File: src/rtl/srle_pkg.sv
package srle_pkg;

    localparam int MAX_WIDTH  = 4096;
    localparam int MAX_HEIGHT = 4096;

    localparam int BYTE_W     = 8;
    localparam int BPP_W      = 3;
    localparam int DIM_W      = 13;
    localparam int CFG_IDX_W  = 2;
    localparam int CFG_DATA_W = 13;
    localparam int OFF_W      = 26;
    localparam int PTR_W      = 27;
    localparam int CNT_W      = 8;
    localparam int VAL_W      = 32;
    localparam int CODE_W     = 2;
    localparam int COL_W      = 20;
    localparam int ROW_W      = 16;
    localparam int BIP_W      = 2;
    localparam int STRIDE_W   = 15;
    localparam int LIM_FULL_W = DIM_W + STRIDE_W;
    localparam int PROD_W     = ROW_W + DIM_W;
    localparam int PROD_B_W   = PROD_W + BPP_W;
    localparam int COL_B_W    = COL_W + BPP_W;
    localparam int SEEK_W     = PROD_B_W + 1;
    localparam int REM_W      = 10;
    localparam int NEED_W     = CNT_W + BPP_W;
    localparam int SETTLE_W   = 2;

    // register indexes
    localparam logic [CFG_IDX_W-1:0] CFG_BPP    = 2'd0;
    localparam logic [CFG_IDX_W-1:0] CFG_WIDTH  = 2'd1;
    localparam logic [CFG_IDX_W-1:0] CFG_HEIGHT = 2'd2;

    localparam logic [BPP_W-1:0] BPP_RESET    = 3'd1;
    localparam logic [DIM_W-1:0] WIDTH_RESET  = 13'd640;
    localparam logic [DIM_W-1:0] HEIGHT_RESET = 13'd480;
    localparam logic [BPP_W-1:0] BPP_MIN      = 3'd1;
    localparam logic [BPP_W-1:0] BPP_MAX      = 3'd4;
    localparam logic [DIM_W-1:0] DIM_MIN      = 13'd1;
    localparam logic [DIM_W-1:0] WIDTH_MAX    = DIM_W'(MAX_WIDTH);
    localparam logic [DIM_W-1:0] HEIGHT_MAX   = DIM_W'(MAX_HEIGHT);

    // end codes on the result
    localparam logic [CODE_W-1:0] END_NONE  = 2'd0;
    localparam logic [CODE_W-1:0] END_FRAME = 2'd1;
    localparam logic [CODE_W-1:0] END_TRUNC = 2'd2;

    // codes after an escape byte
    localparam logic [BYTE_W-1:0] ESC_LINE  = 8'd0;
    localparam logic [BYTE_W-1:0] ESC_FRAME = 8'd1;
    localparam logic [BYTE_W-1:0] ESC_DELTA = 8'd2;

    // x/3 == (x * 683) >> 11 for x below 1024
    localparam logic [REM_W-1:0] DIV3_MUL   = 10'd683;
    localparam int               DIV3_SHIFT = 11;

    localparam logic [SETTLE_W-1:0] SETTLE_CYCLES = 2'd2;

    typedef enum logic [3:0] {
        OP_NONE,
        OP_RUN_START,
        OP_LIT_START,
        OP_LINE_END,
        OP_DX,
        OP_DY,
        OP_FILL_BYTE,
        OP_LIT_BYTE,
        OP_SEEK1,
        OP_SEEK2,
        OP_FIT,
        OP_DIV,
        OP_WRITE
    } dp_op_t;

    typedef struct packed {
        dp_op_t              op;
        logic                clear;
        logic                emit;
        logic                with_write;
        logic [CODE_W-1:0]   code;
    } dp_cmd_t;

    typedef struct packed {
        logic byte_zero;
        logic byte_frame;
        logic byte_delta;
        logic last;
        logic pixel_done;
        logic lit_last;
        logic pad_pending;
        logic out_free;
    } dp_stat_t;

endpackage

File: src/rtl/srle_in_if.sv
interface srle_in_if;
    import srle_pkg::*;

    logic              valid;
    logic              ready;
    logic [BYTE_W-1:0] stream_byte;
    logic              last_byte;

    modport source (output valid, output stream_byte, output last_byte, input ready);
    modport sink (input valid, input stream_byte, input last_byte, output ready);
endinterface

File: src/rtl/srle_out_if.sv
interface srle_out_if;
    import srle_pkg::*;

    logic              valid;
    logic              ready;
    logic              write_valid;
    logic [OFF_W-1:0]  byte_offset;
    logic [CNT_W-1:0]  pixel_count;
    logic [VAL_W-1:0]  pixel_value;
    logic [CODE_W-1:0] end_code;

    modport source (
        output valid, output write_valid, output byte_offset, output pixel_count,
        output pixel_value, output end_code, input ready
    );
    modport sink (
        input valid, input write_valid, input byte_offset, input pixel_count,
        input pixel_value, input end_code, output ready
    );
endinterface

File: src/rtl/srle_controller.sv
module srle_controller (
    input  logic               clk,
    input  logic               rst_n,
    input  logic               in_valid,
    output logic               in_ready,
    input  logic               cfg_we,
    input  srle_pkg::dp_stat_t stat,
    output srle_pkg::dp_cmd_t  cmd
);
    import srle_pkg::*;

    typedef enum logic [3:0] {
        S_CMD,
        S_ESC,
        S_DX,
        S_DY,
        S_FILL,
        S_LIT,
        S_PAD,
        S_SEEK1,
        S_SEEK2,
        S_FIT,
        S_DIV,
        S_WRITE,
        S_DONE
    } state_t;

    state_t              state_reg, state_next;
    state_t              after_reg, after_next;
    logic                last_reg, last_next;
    logic [SETTLE_W-1:0] settle_reg, settle_next;
    logic                accepting;
    logic                acc;
    logic                pix_end;

    always_comb
    begin
        accepting = (state_reg == S_CMD) || (state_reg == S_ESC) || (state_reg == S_DX)
                 || (state_reg == S_DY) || (state_reg == S_FILL) || (state_reg == S_LIT)
                 || (state_reg == S_PAD) || (state_reg == S_DONE);
        in_ready  = accepting && (settle_reg == '0) && stat.out_free;
        acc       = in_valid && in_ready;
        pix_end   = ((state_reg == S_FILL) || (state_reg == S_LIT)) && stat.pixel_done;
    end

    always_comb
    begin
        state_next = state_reg;
        after_next = after_reg;
        last_next  = last_reg;
        cmd        = '0;
        cmd.op     = OP_NONE;
        cmd.code   = END_NONE;

        if (cfg_we)
        begin
            settle_next = SETTLE_CYCLES;
        end
        else if (settle_reg != '0)
        begin
            settle_next = settle_reg - SETTLE_W'(1);
        end
        else
        begin
            settle_next = settle_reg;
        end

        unique case (state_reg)
            S_CMD:
            begin
                if (acc)
                begin
                    if (stat.byte_zero)
                    begin
                        state_next = S_ESC;
                    end
                    else
                    begin
                        cmd.op     = OP_RUN_START;
                        state_next = S_FILL;
                    end
                end
            end
            S_ESC:
            begin
                if (acc)
                begin
                    if (stat.byte_zero)
                    begin
                        cmd.op     = OP_LINE_END;
                        state_next = S_SEEK1;
                    end
                    else if (stat.byte_frame)
                    begin
                        cmd.emit   = 1'b1;
                        cmd.code   = END_FRAME;
                        state_next = S_DONE;
                    end
                    else if (stat.byte_delta)
                    begin
                        state_next = S_DX;
                    end
                    else
                    begin
                        cmd.op     = OP_LIT_START;
                        state_next = S_LIT;
                    end
                end
            end
            S_DX:
            begin
                if (acc)
                begin
                    cmd.op     = OP_DX;
                    state_next = S_DY;
                end
            end
            S_DY:
            begin
                if (acc)
                begin
                    cmd.op     = OP_DY;
                    state_next = S_SEEK1;
                end
            end
            S_FILL:
            begin
                if (acc)
                begin
                    cmd.op = OP_FILL_BYTE;
                    if (stat.pixel_done)
                    begin
                        state_next = S_FIT;
                        after_next = S_CMD;
                        last_next  = stat.last;
                    end
                end
            end
            S_LIT:
            begin
                if (acc)
                begin
                    cmd.op = OP_LIT_BYTE;
                    if (stat.pixel_done)
                    begin
                        state_next = S_FIT;
                        last_next  = stat.last;
                        if (!stat.lit_last)
                        begin
                            after_next = S_LIT;
                        end
                        else if (stat.pad_pending)
                        begin
                            after_next = S_PAD;
                        end
                        else
                        begin
                            after_next = S_CMD;
                        end
                    end
                end
            end
            S_PAD:
            begin
                if (acc)
                begin
                    state_next = S_CMD;
                end
            end
            S_SEEK1:
            begin
                cmd.op     = OP_SEEK1;
                state_next = S_SEEK2;
            end
            S_SEEK2:
            begin
                cmd.op     = OP_SEEK2;
                state_next = S_CMD;
            end
            S_FIT:
            begin
                cmd.op     = OP_FIT;
                state_next = S_DIV;
            end
            S_DIV:
            begin
                cmd.op     = OP_DIV;
                state_next = S_WRITE;
            end
            S_WRITE:
            begin
                if (stat.out_free)
                begin
                    cmd.op         = OP_WRITE;
                    cmd.emit       = 1'b1;
                    cmd.with_write = 1'b1;
                    cmd.code       = last_reg ? END_TRUNC : END_NONE;
                    cmd.clear      = last_reg;
                    state_next     = last_reg ? S_CMD : after_reg;
                end
            end
            S_DONE:
            begin
                // bytes after the end code are dropped until the frame's last byte
                if (acc && stat.last)
                begin
                    cmd.clear  = 1'b1;
                    state_next = S_CMD;
                end
            end
            default:
            begin
                state_next = S_CMD;
            end
        endcase

        // last byte that does not finish a pixel: report and start a new frame
        if (acc && stat.last && (state_reg != S_DONE) && !pix_end)
        begin
            cmd.op     = OP_NONE;
            cmd.clear  = 1'b1;
            cmd.emit   = 1'b1;
            cmd.code   = ((state_reg == S_ESC) && stat.byte_frame) ? END_FRAME : END_TRUNC;
            state_next = S_CMD;
        end
    end

    always_ff @(posedge clk or negedge rst_n)
    begin
        if (!rst_n)
        begin
            state_reg  <= S_CMD;
            after_reg  <= S_CMD;
            last_reg   <= 1'b0;
            settle_reg <= SETTLE_CYCLES;
        end
        else
        begin
            state_reg  <= state_next;
            after_reg  <= after_next;
            last_reg   <= last_next;
            settle_reg <= settle_next;
        end
    end

endmodule

File: src/rtl/srle_datapath.sv
module srle_datapath (
    input  logic                              clk,
    input  logic                              rst_n,
    input  logic                              cfg_we,
    input  logic [srle_pkg::CFG_IDX_W-1:0]    cfg_index,
    input  logic [srle_pkg::CFG_DATA_W-1:0]   cfg_data,
    input  logic [srle_pkg::BYTE_W-1:0]       in_byte,
    input  logic                              in_last,
    input  srle_pkg::dp_cmd_t                 cmd,
    output srle_pkg::dp_stat_t                stat,
    input  logic                              out_ready,
    output logic                              out_valid,
    output logic                              out_write_valid,
    output logic [srle_pkg::OFF_W-1:0]        out_byte_offset,
    output logic [srle_pkg::CNT_W-1:0]        out_pixel_count,
    output logic [srle_pkg::VAL_W-1:0]        out_pixel_value,
    output logic [srle_pkg::CODE_W-1:0]       out_end_code
);
    import srle_pkg::*;

    // configuration
    logic [BPP_W-1:0]      bpp_reg;
    logic [DIM_W-1:0]      width_reg;
    logic [DIM_W-1:0]      height_reg;
    logic [BPP_W-1:0]      eff_bpp;
    logic [DIM_W-1:0]      eff_width;
    logic [DIM_W-1:0]      eff_height;
    logic [STRIDE_W-1:0]   line_bytes;
    logic [STRIDE_W-1:0]   stride_next;
    logic [STRIDE_W-1:0]   stride_reg;
    logic [LIM_FULL_W-1:0] lim_full;
    logic [PTR_W-1:0]      limit_reg;

    // frame parse state
    logic [CNT_W-1:0]      pending_reg;
    logic [VAL_W-1:0]      accum_reg;
    logic [BIP_W-1:0]      bip_reg;
    logic                  pad_reg;
    logic [COL_W-1:0]      col_reg;
    logic [ROW_W-1:0]      row_reg;
    logic [PTR_W-1:0]      wp_reg;

    // per-write work registers
    logic [VAL_W-1:0]      value_reg;
    logic [CNT_W-1:0]      run_len_reg;
    logic [PROD_W-1:0]     prod_reg;
    logic                  fit_all_reg;
    logic [REM_W-1:0]      rem_lo_reg;
    logic [CNT_W-1:0]      cnt_reg;

    logic [BPP_W-1:0]      bip_plus;
    logic                  pixel_done;
    logic [VAL_W-1:0]      accum_new;
    logic [PROD_B_W-1:0]   prod_b;
    logic [COL_B_W-1:0]    col_b;
    logic [SEEK_W-1:0]     seek_off;
    logic [PTR_W-1:0]      seek_clamped;
    logic                  over;
    logic [PTR_W-1:0]      rem;
    logic [NEED_W-1:0]     need;
    logic                  fit_all;
    logic [2*REM_W-1:0]    rem3;
    logic [CNT_W-1:0]      div_q;
    logic [CNT_W-1:0]      cnt_next;
    logic [NEED_W-1:0]     cnt_bytes;
    logic                  has_write;
    logic                  out_load;

    logic                  out_valid_reg;
    logic                  out_write_valid_reg;
    logic [OFF_W-1:0]      out_byte_offset_reg;
    logic [CNT_W-1:0]      out_pixel_count_reg;
    logic [VAL_W-1:0]      out_pixel_value_reg;
    logic [CODE_W-1:0]     out_end_code_reg;

    always_ff @(posedge clk or negedge rst_n)
    begin
        if (!rst_n)
        begin
            bpp_reg    <= BPP_RESET;
            width_reg  <= WIDTH_RESET;
            height_reg <= HEIGHT_RESET;
        end
        else if (cfg_we)
        begin
            unique case (cfg_index)
                CFG_BPP:    bpp_reg    <= cfg_data[BPP_W-1:0];
                CFG_WIDTH:  width_reg  <= cfg_data[DIM_W-1:0];
                CFG_HEIGHT: height_reg <= cfg_data[DIM_W-1:0];
                default:    ;
            endcase
        end
    end

    always_comb
    begin
        if (bpp_reg == '0)
        begin
            eff_bpp = BPP_MIN;
        end
        else if (bpp_reg > BPP_MAX)
        begin
            eff_bpp = BPP_MAX;
        end
        else
        begin
            eff_bpp = bpp_reg;
        end

        if (width_reg == '0)
        begin
            eff_width = DIM_MIN;
        end
        else if (width_reg > WIDTH_MAX)
        begin
            eff_width = WIDTH_MAX;
        end
        else
        begin
            eff_width = width_reg;
        end

        if (height_reg == '0)
        begin
            eff_height = DIM_MIN;
        end
        else if (height_reg > HEIGHT_MAX)
        begin
            eff_height = HEIGHT_MAX;
        end
        else
        begin
            eff_height = height_reg;
        end

        // line rounded up to whole 32-bit words
        line_bytes  = STRIDE_W'(eff_width) * STRIDE_W'(eff_bpp);
        stride_next = (line_bytes + STRIDE_W'(3)) & ~STRIDE_W'(3);
        lim_full    = LIM_FULL_W'(eff_height) * LIM_FULL_W'(stride_reg);
    end

    // frame byte limit settles after a register write, through stride_reg and then limit_reg
    always_ff @(posedge clk)
    begin
        stride_reg <= stride_next;
        limit_reg  <= lim_full[PTR_W-1:0];
    end

    always_comb
    begin
        bip_plus   = BPP_W'(bip_reg) + BPP_W'(1);
        pixel_done = bip_plus >= eff_bpp;
        accum_new  = accum_reg | (VAL_W'(in_byte) << {bip_reg, 3'b000});

        prod_b       = PROD_B_W'(prod_reg) * PROD_B_W'(eff_bpp);
        col_b        = COL_B_W'(col_reg) * COL_B_W'(eff_bpp);
        seek_off     = SEEK_W'(prod_b) + SEEK_W'(col_b);
        seek_clamped = (seek_off > SEEK_W'(limit_reg)) ? limit_reg : seek_off[PTR_W-1:0];

        over    = wp_reg >= limit_reg;
        rem     = limit_reg - wp_reg;
        need    = NEED_W'(run_len_reg) * NEED_W'(eff_bpp);
        fit_all = !over && (rem >= PTR_W'(need));

        // a cut run leaves less than 1024 bytes, so a short divide suffices
        rem3 = (2*REM_W)'(rem_lo_reg) * (2*REM_W)'(DIV3_MUL);
        unique case (eff_bpp)
            3'd1:    div_q = rem_lo_reg[CNT_W-1:0];
            3'd2:    div_q = rem_lo_reg[CNT_W:1];
            3'd3:    div_q = rem3[DIV3_SHIFT+CNT_W-1:DIV3_SHIFT];
            default: div_q = rem_lo_reg[CNT_W+1:2];
        endcase
        cnt_next = fit_all_reg ? run_len_reg : div_q;

        cnt_bytes = NEED_W'(cnt_reg) * NEED_W'(eff_bpp);
        has_write = cmd.with_write && (cnt_reg != '0);
        out_load  = cmd.emit && (has_write || (cmd.code != END_NONE));

        stat.byte_zero   = in_byte == ESC_LINE;
        stat.byte_frame  = in_byte == ESC_FRAME;
        stat.byte_delta  = in_byte == ESC_DELTA;
        stat.last        = in_last;
        stat.pixel_done  = pixel_done;
        stat.lit_last    = pending_reg == CNT_W'(1);
        stat.pad_pending = pad_reg;
        stat.out_free    = !out_valid_reg || out_ready;
    end

    always_ff @(posedge clk or negedge rst_n)
    begin
        if (!rst_n)
        begin
            pending_reg <= '0;
            accum_reg   <= '0;
            bip_reg     <= '0;
            pad_reg     <= 1'b0;
            col_reg     <= '0;
            row_reg     <= '0;
            wp_reg      <= '0;
        end
        else if (cmd.clear)
        begin
            pending_reg <= '0;
            accum_reg   <= '0;
            bip_reg     <= '0;
            pad_reg     <= 1'b0;
            col_reg     <= '0;
            row_reg     <= '0;
            wp_reg      <= '0;
        end
        else
        begin
            unique case (cmd.op)
                OP_RUN_START:
                begin
                    pending_reg <= in_byte;
                    accum_reg   <= '0;
                    bip_reg     <= '0;
                end
                OP_LIT_START:
                begin
                    pending_reg <= in_byte;
                    pad_reg     <= (eff_bpp == BPP_MIN) && in_byte[0];
                    accum_reg   <= '0;
                    bip_reg     <= '0;
                end
                OP_LINE_END:
                begin
                    col_reg <= '0;
                    row_reg <= row_reg + ROW_W'(1);
                end
                OP_DX:
                begin
                    col_reg <= col_reg + COL_W'(in_byte);
                end
                OP_DY:
                begin
                    row_reg <= row_reg + ROW_W'(in_byte);
                end
                OP_FILL_BYTE:
                begin
                    if (pixel_done)
                    begin
                        accum_reg <= '0;
                        bip_reg   <= '0;
                        col_reg   <= col_reg + COL_W'(pending_reg);
                    end
                    else
                    begin
                        accum_reg <= accum_new;
                        bip_reg   <= bip_plus[BIP_W-1:0];
                    end
                end
                OP_LIT_BYTE:
                begin
                    if (pixel_done)
                    begin
                        accum_reg   <= '0;
                        bip_reg     <= '0;
                        col_reg     <= col_reg + COL_W'(1);
                        pending_reg <= pending_reg - CNT_W'(1);
                        if (pending_reg == CNT_W'(1))
                        begin
                            pad_reg <= 1'b0;
                        end
                    end
                    else
                    begin
                        accum_reg <= accum_new;
                        bip_reg   <= bip_plus[BIP_W-1:0];
                    end
                end
                OP_SEEK2:
                begin
                    wp_reg <= seek_clamped;
                end
                OP_WRITE:
                begin
                    wp_reg <= wp_reg + PTR_W'(cnt_bytes);
                end
                default:
                begin
                end
            endcase
        end
    end

    always_ff @(posedge clk)
    begin
        if (((cmd.op == OP_FILL_BYTE) || (cmd.op == OP_LIT_BYTE)) && pixel_done)
        begin
            value_reg   <= accum_new;
            run_len_reg <= (cmd.op == OP_FILL_BYTE) ? pending_reg : CNT_W'(1);
        end
        if (cmd.op == OP_SEEK1)
        begin
            prod_reg <= PROD_W'(row_reg) * PROD_W'(eff_width);
        end
        if (cmd.op == OP_FIT)
        begin
            fit_all_reg <= fit_all;
            rem_lo_reg  <= over ? '0 : rem[REM_W-1:0];
        end
        if (cmd.op == OP_DIV)
        begin
            cnt_reg <= cnt_next;
        end
    end

    // result register
    always_ff @(posedge clk or negedge rst_n)
    begin
        if (!rst_n)
        begin
            out_valid_reg <= 1'b0;
        end
        else if (out_load)
        begin
            out_valid_reg <= 1'b1;
        end
        else if (out_ready)
        begin
            out_valid_reg <= 1'b0;
        end
    end

    always_ff @(posedge clk)
    begin
        if (out_load)
        begin
            out_write_valid_reg <= has_write;
            out_byte_offset_reg <= has_write ? wp_reg[OFF_W-1:0] : '0;
            out_pixel_count_reg <= has_write ? cnt_reg : '0;
            out_pixel_value_reg <= has_write ? value_reg : '0;
            out_end_code_reg    <= cmd.code;
        end
    end

    assign out_valid       = out_valid_reg;
    assign out_write_valid = out_write_valid_reg;
    assign out_byte_offset = out_byte_offset_reg;
    assign out_pixel_count = out_pixel_count_reg;
    assign out_pixel_value = out_pixel_value_reg;
    assign out_end_code    = out_end_code_reg;

endmodule

File: src/rtl/screen_rle_pixel_decoder_core.sv
// Run-length frame decoder: takes the inflated stream one word (byte) per handshake and
// gives frame-buffer writes as (byte offset, pixel count, pixel value) plus an end code.
// A byte that completes a pixel holds the parser for the room check against the
// frame byte limit, the cut of the run to whole pixels and the write, which waits for
// the output register to be free. An end-of-line or position-delta command adds the row
// offset multiply and the clamp to the limit. After reset and after every register
// write the input stays not ready while the stride and frame byte limit are
// recomputed. Results wait in an output register; an input byte is accepted while an
// earlier result is still held there only if that result is taken in the same cycle.
module screen_rle_pixel_decoder_core (
    input  logic                            clk,
    input  logic                            rst_n,
    srle_in_if.sink                         stream_in,
    srle_out_if.source                      write_out,
    input  logic                            cfg_we,
    input  logic [srle_pkg::CFG_IDX_W-1:0]  cfg_index,
    input  logic [srle_pkg::CFG_DATA_W-1:0] cfg_data
);
    import srle_pkg::*;

    dp_cmd_t  cmd;
    dp_stat_t stat;

    srle_controller u_controller (
        .clk      (clk),
        .rst_n    (rst_n),
        .in_valid (stream_in.valid),
        .in_ready (stream_in.ready),
        .cfg_we   (cfg_we),
        .stat     (stat),
        .cmd      (cmd)
    );

    srle_datapath u_datapath (
        .clk             (clk),
        .rst_n           (rst_n),
        .cfg_we          (cfg_we),
        .cfg_index       (cfg_index),
        .cfg_data        (cfg_data),
        .in_byte         (stream_in.stream_byte),
        .in_last         (stream_in.last_byte),
        .cmd             (cmd),
        .stat            (stat),
        .out_ready       (write_out.ready),
        .out_valid       (write_out.valid),
        .out_write_valid (write_out.write_valid),
        .out_byte_offset (write_out.byte_offset),
        .out_pixel_count (write_out.pixel_count),
        .out_pixel_value (write_out.pixel_value),
        .out_end_code    (write_out.end_code)
    );

endmodule

File: src/flat_wrapper.sv
// flat-port wrapper written by rule: the top's interface ports become plain ports
module screen_rle_pixel_decoder_core_flat import srle_pkg::*;
  (clk, rst_n, cfg_we, cfg_index, cfg_data, stream_in_valid, stream_in_stream_byte, stream_in_last_byte, stream_in_ready, write_out_valid, write_out_write_valid, write_out_byte_offset, write_out_pixel_count, write_out_pixel_value, write_out_end_code, write_out_ready);
  srle_in_if stream_in_i ();
  srle_out_if write_out_i ();
  input  logic clk;
  input  logic rst_n;
  input  logic cfg_we;
  input  logic [srle_pkg::CFG_IDX_W-1:0] cfg_index;
  input  logic [srle_pkg::CFG_DATA_W-1:0] cfg_data;
  input wire logic [$bits(stream_in_i.valid)-1:0] stream_in_valid;
  input wire logic [$bits(stream_in_i.stream_byte)-1:0] stream_in_stream_byte;
  input wire logic [$bits(stream_in_i.last_byte)-1:0] stream_in_last_byte;
  output wire logic [$bits(stream_in_i.ready)-1:0] stream_in_ready;
  output wire logic [$bits(write_out_i.valid)-1:0] write_out_valid;
  output wire logic [$bits(write_out_i.write_valid)-1:0] write_out_write_valid;
  output wire logic [$bits(write_out_i.byte_offset)-1:0] write_out_byte_offset;
  output wire logic [$bits(write_out_i.pixel_count)-1:0] write_out_pixel_count;
  output wire logic [$bits(write_out_i.pixel_value)-1:0] write_out_pixel_value;
  output wire logic [$bits(write_out_i.end_code)-1:0] write_out_end_code;
  input wire logic [$bits(write_out_i.ready)-1:0] write_out_ready;
  assign stream_in_i.valid = stream_in_valid;
  assign stream_in_i.stream_byte = stream_in_stream_byte;
  assign stream_in_i.last_byte = stream_in_last_byte;
  assign stream_in_ready = stream_in_i.ready;
  assign write_out_valid = write_out_i.valid;
  assign write_out_write_valid = write_out_i.write_valid;
  assign write_out_byte_offset = write_out_i.byte_offset;
  assign write_out_pixel_count = write_out_i.pixel_count;
  assign write_out_pixel_value = write_out_i.pixel_value;
  assign write_out_end_code = write_out_i.end_code;
  assign write_out_i.ready = write_out_ready;
  screen_rle_pixel_decoder_core u_core (.clk(clk), .rst_n(rst_n), .stream_in(stream_in_i), .write_out(write_out_i), .cfg_we(cfg_we), .cfg_index(cfg_index), .cfg_data(cfg_data));
endmodule
File: config.mk
export PLATFORM = sky130hd
export DESIGN_NAME = screen_rle_pixel_decoder_core_flat
export DESIGN_NICKNAME = d
export VERILOG_FILES = /design/src/rtl/srle_pkg.sv /design/src/rtl/srle_in_if.sv /design/src/rtl/srle_out_if.sv /design/src/rtl/srle_controller.sv /design/src/rtl/srle_datapath.sv /design/src/rtl/screen_rle_pixel_decoder_core.sv /design/src/flat_wrapper.sv
export SDC_FILE = /design/constraint.sdc
export NUM_CORES = 2
export LEC_CHECK = 0
export BUFFER_PORTS_ARGS = -buffer_cell sky130_fd_sc_hd__buf_2
export CORE_ASPECT_RATIO = 0.75
export CORE_MARGIN = 5
export CORE_UTILIZATION = 35
export CTS_CLUSTER_DIAMETER = 60
export DETAILED_ROUTE_END_ITERATION = 10
export SKIP_CTS_REPAIR_TIMING = 1
export SYNTH_ARGS = -nofsm -noshare
export SYNTH_HDL_FRONTEND = slang
export SYNTH_SLANG_ARGS = --single-unit
export TNS_END_PERCENT = 5
File: constraint.sdc
create_clock -name clk -period 8.15 [get_ports clk]
set_input_delay 0.815 -clock clk [delete_from_list [all_inputs] [get_ports clk]]
set_output_delay 0.815 -clock clk [all_outputs]
set_load 0.02 [all_outputs]
-- Word level (Yosys, flattened, before mapping)
Index checks and enable logic that the tools add are counted.
- flip-flop bits (word level): 342
- input bits: 29
- output and inout port bits: 71
- add/sub/neg operators: 12
- multipliers: 8
- $lt $le $gt $ge: 7
- equality and inequality tests: 49
- shift-type cells: 1
- mux-type cells: 84
- bitwise operators: 1
- reductions and logical operators: 58
- operators with widths (operator ; number):
    one-hot mux 4 bit (11 select lines) ; 2
    one-hot mux 20 bit (4 select lines) ; 1
    two-way mux 4 bit ; 17
    two-way mux 32 bit ; 2
    one-hot mux 32 bit (2 select lines) ; 1
    two-way mux 20 bit ; 3
    two-way mux 27 bit ; 2
    one-hot mux 27 bit (2 select lines) ; 1
    two-way mux 13 bit ; 4
    adder 20 x 8 -> 20 bit ; 2
    == test 4 bit (second input constant) ; 10
    adder 32 x 23 -> 33 bit ; 1
    greater-than comparator 33 x 27 -> 1 bit ; 1
    == test 4 x 3 -> 1 bit (second input constant) ; 8
    multiplier 29 x 3 -> 32 bit ; 1
    OR 32 bit ; 1
    one-hot mux 16 bit (2 select lines) ; 1
    left shift 8 x 5 -> 32 bit ; 1
    two-way mux 3 bit ; 10
    multiplier 16 x 13 -> 29 bit ; 1
    adder 27 x 11 -> 27 bit ; 1
    >= comparator 27 x 11 -> 1 bit ; 1
    >= comparator 27 bit ; 1
    subtractor 27 bit ; 1
    other kinds (56) ; 146

-- Logic depth before layout (Yosys ltp)
- word-level depth: 19
- depth in mapped cells: 32
- gate-level depth less buffers: 29

-- By module
From an unflattened synthesis, not the netlist that was laid out.
- cell total of the unflattened synthesis: 4054
- area, all modules: 37793.7 µm²
- modules (own cells, without submodules) (module ; times used ; cells an instance ; area each (µm²) ; seq. area each (µm²)):
    srle_datapath ; 1 ; 3940 ; 36850.3 ; 8887.3
    srle_controller ; 1 ; 114 ; 943.4 ; 251.5

-- Worst setup path before layout
No wires, ideal clock.
- kind: register to register
- start point: register u_core.u_datapath.bpp_reg[0]
- end point: register u_core.u_datapath.wp_reg[2]
- library setup time: 0.122 ns
- data arrival time: 7.299 ns
- required time: 8.028 ns
- setup slack: 0.730 ns
- cell stages (with the launch flop): 31
- path buffers: 2
- period minus slack after synthesis: 7.420 ns
- cell sequence: dfstp_2 > clkbuf_1 > nor2b_1 > nor2_1 > clkbuf_1 > nand2_1 > fa_1 > fa_1 > fa_1 > inv_1 > ha_1 > fa_1 > a211oi_2 > o211ai_1 > a221o_1 > and2_1 > a21oi_1 > o21ai_0 > a21boi_0 > xnor2_1 > ha_1 > a211oi_1 > nor2_1 > nor4_1 > nor2_1 > o21ai_0 > nand3_1 > or4_4 > o21ai_1 > o211ai_1 > a32o_1
- longest elaborated chain between the ends: 11
- elaborated cells between the ends (all ways): 21
- classes of those cells: add/sub (2); mul (3); order compare (3); eq/ne (2); mux (6); reduce/logical (5)
- ends and longest elaborated chain (element ; RTL line ; source):
    start, declared ; srle_datapath.sv:22 ; logic [BPP_W-1:0] bpp_reg;
    start signal, assigned ; srle_datapath.sv:87 ; CFG_BPP: bpp_reg <= cfg_data[BPP_W-1:0];
    greater-than comparator 3 bit ; srle_datapath.sv:101 ; else if (bpp_reg > BPP_MAX)
    two-way mux 3 bit ; srle_datapath.sv:101 ;
    two-way mux 3 bit (*) ; srle_datapath.sv:97 ; if (bpp_reg == '0)
    branches (longest 8 deep; another with adder 32 x 23 -> 33 bit) ; n/a ;
    end signal, assigned ; srle_datapath.sv:275 ; wp_reg <= seek_clamped;
    end signal, assigned ; srle_datapath.sv:279 ; wp_reg <= wp_reg + PTR_W'(cnt_bytes);
    end, declared ; srle_datapath.sv:41 ; logic [PTR_W-1:0] wp_reg;
Every way passes the cells marked *.
A chain may end at the register's enable or synchronous reset.

-- Final worst setup path
- start point: register u_core.u_datapath.bpp_reg[2]
- end point: register u_core.u_datapath.wp_reg[22]
Same word-level chain as after synthesis.

==> impl_metrics.env <==
export IMPL_synth_yosys_seq_area_share_pct=23.8
export IMPL_hold_class="input port to asynchronous set/reset pin"
export IMPL_start_util_pct=35.2
export IMPL_report_power_total_uw=13600
export IMPL_io_buffers=99
export IMPL_clock_sink_count=341
export IMPL_fin_crit_ps=7800
export IMPL_timing_final_crit_share_pct=95.7
export IMPL_nets=4956
export IMPL_report_final_hold_viol_count=0
export IMPL_count_of_warnings_emitted_by_yosys=0
export IMPL_syn_instance_count=4104
export IMPL_floorplan_core_area_um2=109000
export IMPL_setup_worst_path_class="flip-flop to flip-flop"
export IMPL_finalSetupViolCount=0
export IMPL_die_width_um=392
export IMPL_p_leak_uw=0.0206
export IMPL_wire_length_of_the_first_global_routing_pass_um=164000
export IMPL_syn_nets=4930
export IMPL_critical_path_max_fanout=26
export IMPL_synthArstFlopShare_pct=42.8
export IMPL_via_count=29000
export IMPL_critPathArrivalTime_ps=8290
export IMPL_path_buf_inv=7
export IMPL_synth_edff_count=157
export IMPL_vdd_drop_max_mv=0.165
export IMPL_critPathSlowestCell="sky130_fd_sc_hd__fa_1"
export IMPL_dp_cells=5520
export IMPL_timing_worst_slew_pin_value_ps=1140
export IMPL_global_route_usage_total_pct=17.5
export IMPL_grt_ovfl_total=0
export IMPL_final_common_cell="sky130_fd_sc_hd__inv_1"
export IMPL_grt_max_degree=71
export IMPL_synth_cell_types=98
export IMPL_postRouteAntennaNets=0
export IMPL_ioPinCount=100
export IMPL_layout_cells_most_common_list="sky130_fd_sc_hd__inv_1, sky130_fd_sc_hd__nand2_1, sky130_fd_sc_hd__fa_1, sky130_fd_sc_hd__ha_1, sky130_fd_sc_hd__and2_1"
export IMPL_drt_total_wl_um=102000
export IMPL_critPathTopFamily="compound AO/OA/AOI/OAI gates"
export IMPL_cts_root_buffer_cell="sky130_fd_sc_hd__clkbuf_16"
export IMPL_p_per_cell_area_nw_per_um2=323
export IMPL_cts_buffers_inserted=49
export IMPL_synth_seq_cells=341
export IMPL_finish_cell_count_without_fillers=5616
export IMPL_worst_setup_path_start_kind="flip-flop"
export IMPL_fmax_mhz=128
export IMPL_clock_tree_buffer_depth=3
export IMPL_slew_headroom_pct=23.9
export IMPL_cts_tree="yes"
export IMPL_avgSynthCellArea_um2=9.35
export IMPL_required_ps=8640
export IMPL_synth_cell_area_um2=38400
export IMPL_half_perimeter_wire_length_of_the_detailed_placement_result_um=79700
export IMPL_initial_antenna_violation_count=2
export IMPL_synth_flop_cell="sky130_fd_sc_hd__edfxtp_1"
export IMPL_run_status="finished clean"
export IMPL_gp_congestion=0.896
export IMPL_timing_critical_path_to_type="flip-flop"
export IMPL_fillerInstances=11000
export IMPL_cts_htree_levels=2
export IMPL_layout_drive_gt1_share_pct=8.20
export IMPL_worst_skew_pair_late_latency_ps=620
export IMPL_flow_area_growth_from_synthesis_pct=10.0
export IMPL_final_max_slew_violation_count=0
export IMPL_drt_iter0_markers=1841
export IMPL_drc=0
export IMPL_max_cap_violations=0
export IMPL_die_height_um=297
export IMPL_number_of_global_route_vias_before_repair=28800
export IMPL_critical_path_max_stage_delay_ps=520
export IMPL_post_drt_via_cell_ratio=5.16
export IMPL_clk_transition_reported_paths_ps=60
export IMPL_utilization_after_layout_pct=38.7
export IMPL_die_area_um2=116000
export IMPL_worst_hold_slack_after_final_layout_ps=211
export IMPL_dr_pass1_iters=5
export IMPL_reg2reg_setup_slack_ps=350
export IMPL_rows=105
export IMPL_route_detailed_wl_per_inst_um=18.2
export IMPL_fin_worst_skew_ps=45.4
-- worst reg2reg max path: cells and delay by family (launching register included) --
family | cells | cell delay, ps
AOI/OAI and AO/OA | 10 | 2240
adders and majority gates | 5 | 2150
and+or+nand+nor | 6 | 1330
buffers and inverters | 7 | 1210
DFF | 1 | 480
muxes | 1 | 150
xor gates and xnor gates | 1 | 110
-- Yosys cell counts (23+ instances only) --
| cell | count | area (µm²) |
|---|---|---|
| sky130_fd_sc_hd__o21bai_1 | 24 | 180 |
| sky130_fd_sc_hd__fa_1 | 418 | 8370 |
| sky130_fd_sc_hd__and2_1 | 318 | 1990 |
| sky130_fd_sc_hd__inv_1 | 589 | 2210 |
| sky130_fd_sc_hd__clkbuf_1 | 152 | 571 |
| sky130_fd_sc_hd__buf_2 | 23 | 115 |
| sky130_fd_sc_hd__edfxtp_1 | 157 | 4710 |
| sky130_fd_sc_hd__mux2_2 | 31 | 349 |
| sky130_fd_sc_hd__ha_1 | 379 | 4740 |
| sky130_fd_sc_hd__a21o_1 | 92 | 691 |
| sky130_fd_sc_hd__dfxtp_1 | 38 | 761 |
| sky130_fd_sc_hd__a22o_1 | 36 | 315 |
| sky130_fd_sc_hd__xnor2_1 | 96 | 841 |
| sky130_fd_sc_hd__a31oi_1 | 25 | 156 |
| sky130_fd_sc_hd__nand3_1 | 56 | 280 |
| sky130_fd_sc_hd__o21ai_0 | 122 | 611 |
| sky130_fd_sc_hd__xor2_1 | 44 | 385 |
| sky130_fd_sc_hd__dfrtp_1 | 138 | 3450 |
| sky130_fd_sc_hd__nand4_1 | 28 | 175 |
| sky130_fd_sc_hd__nand2b_1 | 23 | 144 |
| sky130_fd_sc_hd__o21ai_1 | 33 | 165 |
| sky130_fd_sc_hd__mux2i_1 | 31 | 310 |
| sky130_fd_sc_hd__nor3_1 | 50 | 250 |
| sky130_fd_sc_hd__nor2b_1 | 60 | 375 |
| sky130_fd_sc_hd__a21oi_1 | 160 | 801 |
| sky130_fd_sc_hd__nor2_1 | 156 | 586 |
| sky130_fd_sc_hd__nand2_1 | 457 | 1720 |
| sky130_fd_sc_hd__and3_1 | 77 | 482 |
-- path summary, 6_finish.rpt --
check / start / endpoint / depth (start not counted)
max: u_core.u_datapath.bpp_reg[2]$_DFFE_PN0P_ / u_core.u_datapath.wp_reg[22]$_DFFE_PN0P_ / 30
min in group clk: u_core.u_controller.after_reg[0]$_DFFE_PN0P_ / u_core.u_controller.after_reg[0]$_DFFE_PN0P_ / 2
min reg2reg: u_core.u_controller.after_reg[0]$_DFFE_PN0P_ / u_core.u_controller.after_reg[0]$_DFFE_PN0P_ / 2
max in group asynchronous: rst_n / u_core.u_datapath.height_reg[12]$_DFFE_PN0P_ / 3
max reg2reg: u_core.u_datapath.bpp_reg[2]$_DFFE_PN0P_ / u_core.u_datapath.wp_reg[22]$_DFFE_PN0P_ / 30
min: rst_n / u_core.u_datapath.accum_reg[24]$_DFFE_PN0P_ / 1
-- metrics by stage --
step	area, µm²	setup TNS (ps)	worst slack [ps]
after floorplan	38400	0	730
after global placement	40400	0	384
after detailed placement	40400	0	245
after CTS	42100	0	190
after global routing	42200	-8.27	-8.27
final	42200	0	352
-- layout make-up --
type / instances / area [µm²] / area share (%)
Antenna cell: 1 / 2.50 / 0.00593
Clock buffer: 63 / 1350 / 3.20
Clock inverter: 29 / 379 / 0.899
Inverter: 592 / 2220 / 5.27
Multi-Input combinational cell: 2987 / 26300 / 62.4
Sequential cell: 341 / 9140 / 21.7
Tap cell: 1444 / 1810 / 4.28
Timing Repair Buffer: 159 / 980 / 2.32
-- where the power goes --
part	internal (µW)	total (µW)	switching (µW)	leakage (µW)
Clock	1330	2220	895	0.000831
Sequential	2130	2680	547	0.00361
Combinational	3520	8740	5220	0.0162
-- kinds of logic (layout without fill, tap and decap cells) --
group,count (synthesis),in the layout,share of synthesized area [%]
buffers and inverters,776,843,7.74
other,0,1,0
DFF,341,341,23.8
and+or+nand+nor,1319,1319,17.6
adders and majority gates,797,797,34.2
AOI/OAI and AO/OA,669,669,11.7
muxes,62,62,1.72
xor gates and xnor gates,140,140,3.20
-- per-layer routing --
layer	up-vias	track usage (%)	share of wire [%]
li1	13600	-	-
met1	14500	26.7	49
met2	750	26.4	43
met3	91	2.85	6.2
met4	0	3.29	1.6
met5	-	0	0
Note: power is estimated with default switching activity, not from simulation.
